File: src/rtl/hvt_pkg.sv
// Shared types and constants for the homogeneous vertex transform unit.
`default_nettype none
package hvt_pkg;

  localparam int FRAC_BITS  = 16;
  localparam int COEF_WIDTH = 32;
  localparam int LANES      = 4;

  // stored coefficient width: wide enough for the loaded value and for 1.0
  localparam int MW = (COEF_WIDTH > FRAC_BITS + 1) ? COEF_WIDTH : FRAC_BITS + 2;
  localparam int PW = MW + 32;   // full product
  localparam int SW = PW + 2;    // exact sum of four products

  localparam logic KIND_LOAD  = 1'b0;
  localparam logic KIND_XFORM = 1'b1;

  typedef struct packed {
    logic              kind;
    logic [1:0]        row;
    logic [1:0]        col;
    logic signed [31:0] coef;
    logic signed [31:0] vx;
    logic signed [31:0] vy;
    logic signed [31:0] vz;
    logic signed [31:0] vw;
  } in_t;

  typedef struct packed {
    logic signed [31:0] out_x;
    logic signed [31:0] out_y;
    logic signed [31:0] out_z;
    logic signed [31:0] out_w;
    logic               saturated;
  } out_t;

  typedef logic [3:0][MW-1:0] mrow_t;
  typedef logic [3:0][31:0]   vec_t;

  typedef struct packed {
    logic s1;   // product stage loads
    logic s2;   // pair-sum stage loads
    logic s3;   // result stage loads
  } lane_en_t;

endpackage
`default_nettype wire

File: src/rtl/hvt_merge.sv
// Merges the four lane results into one output word and holds it for the sink.
`default_nettype none
module hvt_merge
  import hvt_pkg::*;
(
  input  wire logic        clk,
  input  wire logic        rst_n,
  input  wire vec_t        res,
  input  wire logic [3:0]  sat,
  input  wire logic        res_valid,
  input  wire logic        affine,
  output logic             take,
  output logic             out_valid,
  input  wire logic        out_stall,
  output out_t             out_data
);

  localparam logic [31:0] ONE_Q = 32'(1) << FRAC_BITS;

  logic out_valid_r;
  out_t out_data_r;

  assign take = ~out_valid_r | ~out_stall;

  always_ff @(posedge clk) begin
    if (!rst_n) begin
      out_valid_r <= 1'b0;
    end else if (take) begin
      out_valid_r <= res_valid;
    end
    if (take) begin
      out_data_r.out_x     <= res[0];
      out_data_r.out_y     <= res[1];
      out_data_r.out_z     <= res[2];
      out_data_r.out_w     <= affine ? ONE_Q : res[3];
      // w never counts as clipped in affine mode
      out_data_r.saturated <= sat[0] | sat[1] | sat[2] | (sat[3] & ~affine);
    end
  end

  assign out_valid = out_valid_r;
  assign out_data  = out_data_r;

`ifndef SYNTHESIS
  a_affine_w: assert property (@(posedge clk) disable iff (!rst_n)
    out_valid_r && affine |-> out_data_r.out_w == ONE_Q)
    else $error("affine w is not 1.0");
  a_hold_full: assert property (@(posedge clk) disable iff (!rst_n)
    out_valid_r && out_stall |=> out_valid_r)
    else $error("stalled output word dropped");
  a_take: assert property (@(posedge clk) disable iff (!rst_n)
    take && res_valid |=> out_valid_r)
    else $error("lane result not captured");
`endif

endmodule
`default_nettype wire

File: config.mk
export PLATFORM = sky130hd
export DESIGN_NAME = hvt_merge
export DESIGN_NICKNAME = d
export VERILOG_FILES = /design/src/rtl/hvt_pkg.sv /design/src/rtl/hvt_merge.sv
export SDC_FILE = /design/constraint.sdc
export NUM_CORES = 1
export LEC_CHECK = 0
export BUFFER_PORTS_ARGS = -buffer_cell sky130_fd_sc_hd__clkbuf_2
export CORE_MARGIN = 4
export CORE_UTILIZATION = 31
export DETAILED_ROUTE_END_ITERATION = 10
export PLACE_DENSITY = 0.7
export SYNTH_ARGS = -nofsm -noshare
export SYNTH_HDL_FRONTEND = slang
export SYNTH_SLANG_ARGS = --single-unit
File: constraint.sdc
create_clock -name clk -period 8.9 [get_ports clk]
set_clock_uncertainty 0.2 [all_clocks]
set_input_delay 1.335 -clock clk [delete_from_list [all_inputs] [get_ports clk]]
set_output_delay 1.335 -clock clk [all_outputs]
set_load 0.005 [all_outputs]
==> impl_metrics.env <==
export IMPL_p_leak_nw=2.826
export IMPL_via_count=2622
export IMPL_r2r_cells=2
export IMPL_path_class="input port to output port"
export IMPL_grt_max_degree=68
export IMPL_drcViolationCount=0
export IMPL_fillers=1124
export IMPL_numCtsBuffers=17
export IMPL_globalplace_congestion=0.7261
export IMPL_min_path_cells=2
export IMPL_layoutNonFillerInstCount=640
export IMPL_yosys_warnings=0
export IMPL_netlist_area_um2=4144
export IMPL_fmax_mhz=260.7
export IMPL_cap_viol_max_count=0
export IMPL_cp_slowest_cell="nand2_4"
export IMPL_wl_per_cell_um=15.24
export IMPL_grt_pass1_wl_um=13590
export IMPL_p_per_area_nw_per_um2=233.5
export IMPL_status="finished, final reports clean"
export IMPL_htree_levels=4
export IMPL_dr_wl_met3_um=1315
export IMPL_hold_class="flop to flop"
export IMPL_tns_ps=0
export IMPL_cts_tree="built"
export IMPL_post_route_period_util=0.4310
export IMPL_period_minus_slack_ps=3836
export IMPL_clock_path_buffers=2
export IMPL_dieWidth_um=123.6
export IMPL_min_to="out_valid"
export IMPL_dp_cells=608
export IMPL_hp_start="out_valid"
export IMPL_drt_met1_wl_um=3369
export IMPL_drtIter0Drc=51
export IMPL_detail_route_antenna_nets=0
export IMPL_wirelength_um=9754
export IMPL_io_pin_count=268
export IMPL_ir_drop_mv=0.09052
export IMPL_rsz0062_at_grt="false"
export IMPL_worstReg2RegStart="out_valid"
export IMPL_port_buffers=267
export IMPL_r2r_slack_ps=6600
export IMPL_start_util=0.3218
export IMPL_insertion_delay_ps=400
export IMPL_cts_hold_buffers=0
export IMPL_highest_layer="met4"
export IMPL_yosys_cell_types_count=11
export IMPL_die_area_um2=15280
export IMPL_cp_start_kind="input port"
export IMPL_detail_route_first_pass_iterations=5
export IMPL_ys_ff_latch=130
export IMPL_rows=41
export IMPL_fp_dieH_um=123.6
export IMPL_cp_max_fo=64
export IMPL_worstReg2RegEnd="out_data[52]"
export IMPL_area_growth_synth_to_final_pct=50.45
export IMPL_cts_setup_buffers=0
export IMPL_hold_viol=0
export IMPL_clkTransAtPathRegs_ps=50
export IMPL_path_common_cell="clkbuf_2"
export IMPL_root_buffer="clkbuf_16"
export IMPL_via_per_inst=4.097
export IMPL_synth_nets=308
export IMPL_cts_repair_resize_count=0
export IMPL_clock_sinks=130
export IMPL_setup_viol_count_final=0
export IMPL_synthCells=171
export IMPL_drive_above_1_share=0.6368
export IMPL_worstMarginPinSlew_ps=845.7
export IMPL_antenna_found_initial=0
export IMPL_worstPathRequired_ps=7360
export IMPL_antennaDiodeCount=0
export IMPL_hpwl_um=7665
export IMPL_cp_end_kind="output port"
export IMPL_core_area_um2=12880
export IMPL_seq_area_frac_synth=0.9396
export IMPL_postSynthAreaPerCell_um2=24.23
export IMPL_nNetsFinal=592
export IMPL_grt_use_total=0.1240
export IMPL_grt_pass1_vias=2682
export IMPL_dr_wl_met2_um=4893
export IMPL_grt_ovfl_total=0
export IMPL_critPathArrivalTime_ps=2300
export IMPL_cp_slowest_stage_delay_ps=590
export IMPL_crit_chain="clkbuf_2 -> nand2_4 -> clkbuf_2"
export IMPL_timing_slew_headroom=0.4362
export IMPL_slew_violations=0
-- cells in the mapped netlist --
cell type / count / share of area
or2_1: 1 / 0.0015
dfxtp_1: 1 / 0.0048
inv_1: 1 / 0.00090
buf_2: 2 / 0.0024
edfxtp_1: 129 / 0.93
buf_6: 1 / 0.0027
nor2b_1: 32 / 0.048
o21ai_0: 1 / 0.0012
nor3_1: 1 / 0.0012
a21oi_1: 1 / 0.0012
nand2_1: 1 / 0.00090
-- flip-flops by register name, summed over array words and instances (netlist names) --
| register | cells |
|---|---|
| out_data | 129 |
| out_valid | 1 |
-- where the power goes --
group / total (mW) / internal, mW / switching, mW
sequential: 0.734 / 0.722 / 0.0117
clock: 0.625 / 0.381 / 0.245
combinational: 0.0962 / 0.0509 / 0.0453
-- cell families after synthesis --
kind of cell,share of synthesized area
buffers and inverters,0.006038
AND/OR/NAND/NOR,0.05193
flip-flops,0.9396
AO/OA/AOI/OAI,0.002413
-- routing by layer --
layer | track usage | vias to the layer above
li1 | - | 1225
met1 | 0.1234 | 1202
met2 | 0.2058 | 179
met3 | 0.06812 | 16
met4 | 0.06782 | 0
met5 | 0 | -
-- final cells by class --
type | instances | area, um2 | share of cell area
inverters | 1 | 3.754 | 0.0006020
multi-input cells | 37 | 232.7 | 0.03733
clock inverters | 14 | 116.4 | 0.01866
well taps | 172 | 215.2 | 0.03452
flip-flops and latches | 130 | 3894 | 0.6245
repair buffers | 268 | 1344 | 0.2155
clock buffers | 18 | 429.2 | 0.06883
-- layout by cell type (no fill, tap or decap) --
cell and count:
clkinv_1 2, clkbuf_1 1, nor3_1 1, edfxtp_1 129
inv_6 1, clkbuf_16 17, inv_1 1, o21ai_0 1
or2_1 1, buf_4 1, clkinv_4 2, clkinvlp_4 5
dfxtp_1 1, nor2b_1 32, nand2_4 1, bufinv_16 1
clkbuf_2 267, clkinv_2 3, a21oi_1 1
-- stage by stage --
stage | util | total power, mW | hold slack [ps] | cell area (um2) | setup WS [ps]
final | 0.4842 | 1.456 | 369.4 | 6235 | 5064
after floorplan | - | 0.7692 | 318.5 | 4144 | 3286
after global placement | 0.4418 | 0.8439 | 353.2 | 5689 | 5087
after global routing | 0.4842 | 1.525 | 414.8 | 6235 | 4954
after detailed placement | 0.4418 | 0.8464 | 363.0 | 5689 | 5029
after CTS | 0.4842 | 1.480 | 371.0 | 6235 | 5033
-- worst max-delay path, delay by kind of cell --
family	cells	cell delay [ps]
buffers and inverters	2	350
AND/OR/NAND/NOR	1	590
-- worst max path at each step --
stage	startpoint	to	slack, ps	cells after the start
after floorplan	out_stall	take	3290	1
after global placement	out_stall	take	5090	3
after detailed placement	out_stall	take	5030	3
after CTS	out_stall	take	5030	3
after global routing	out_stall	take	4950	3
final	out_stall	take	5060	3
Power figures use the tool's default switching activity.
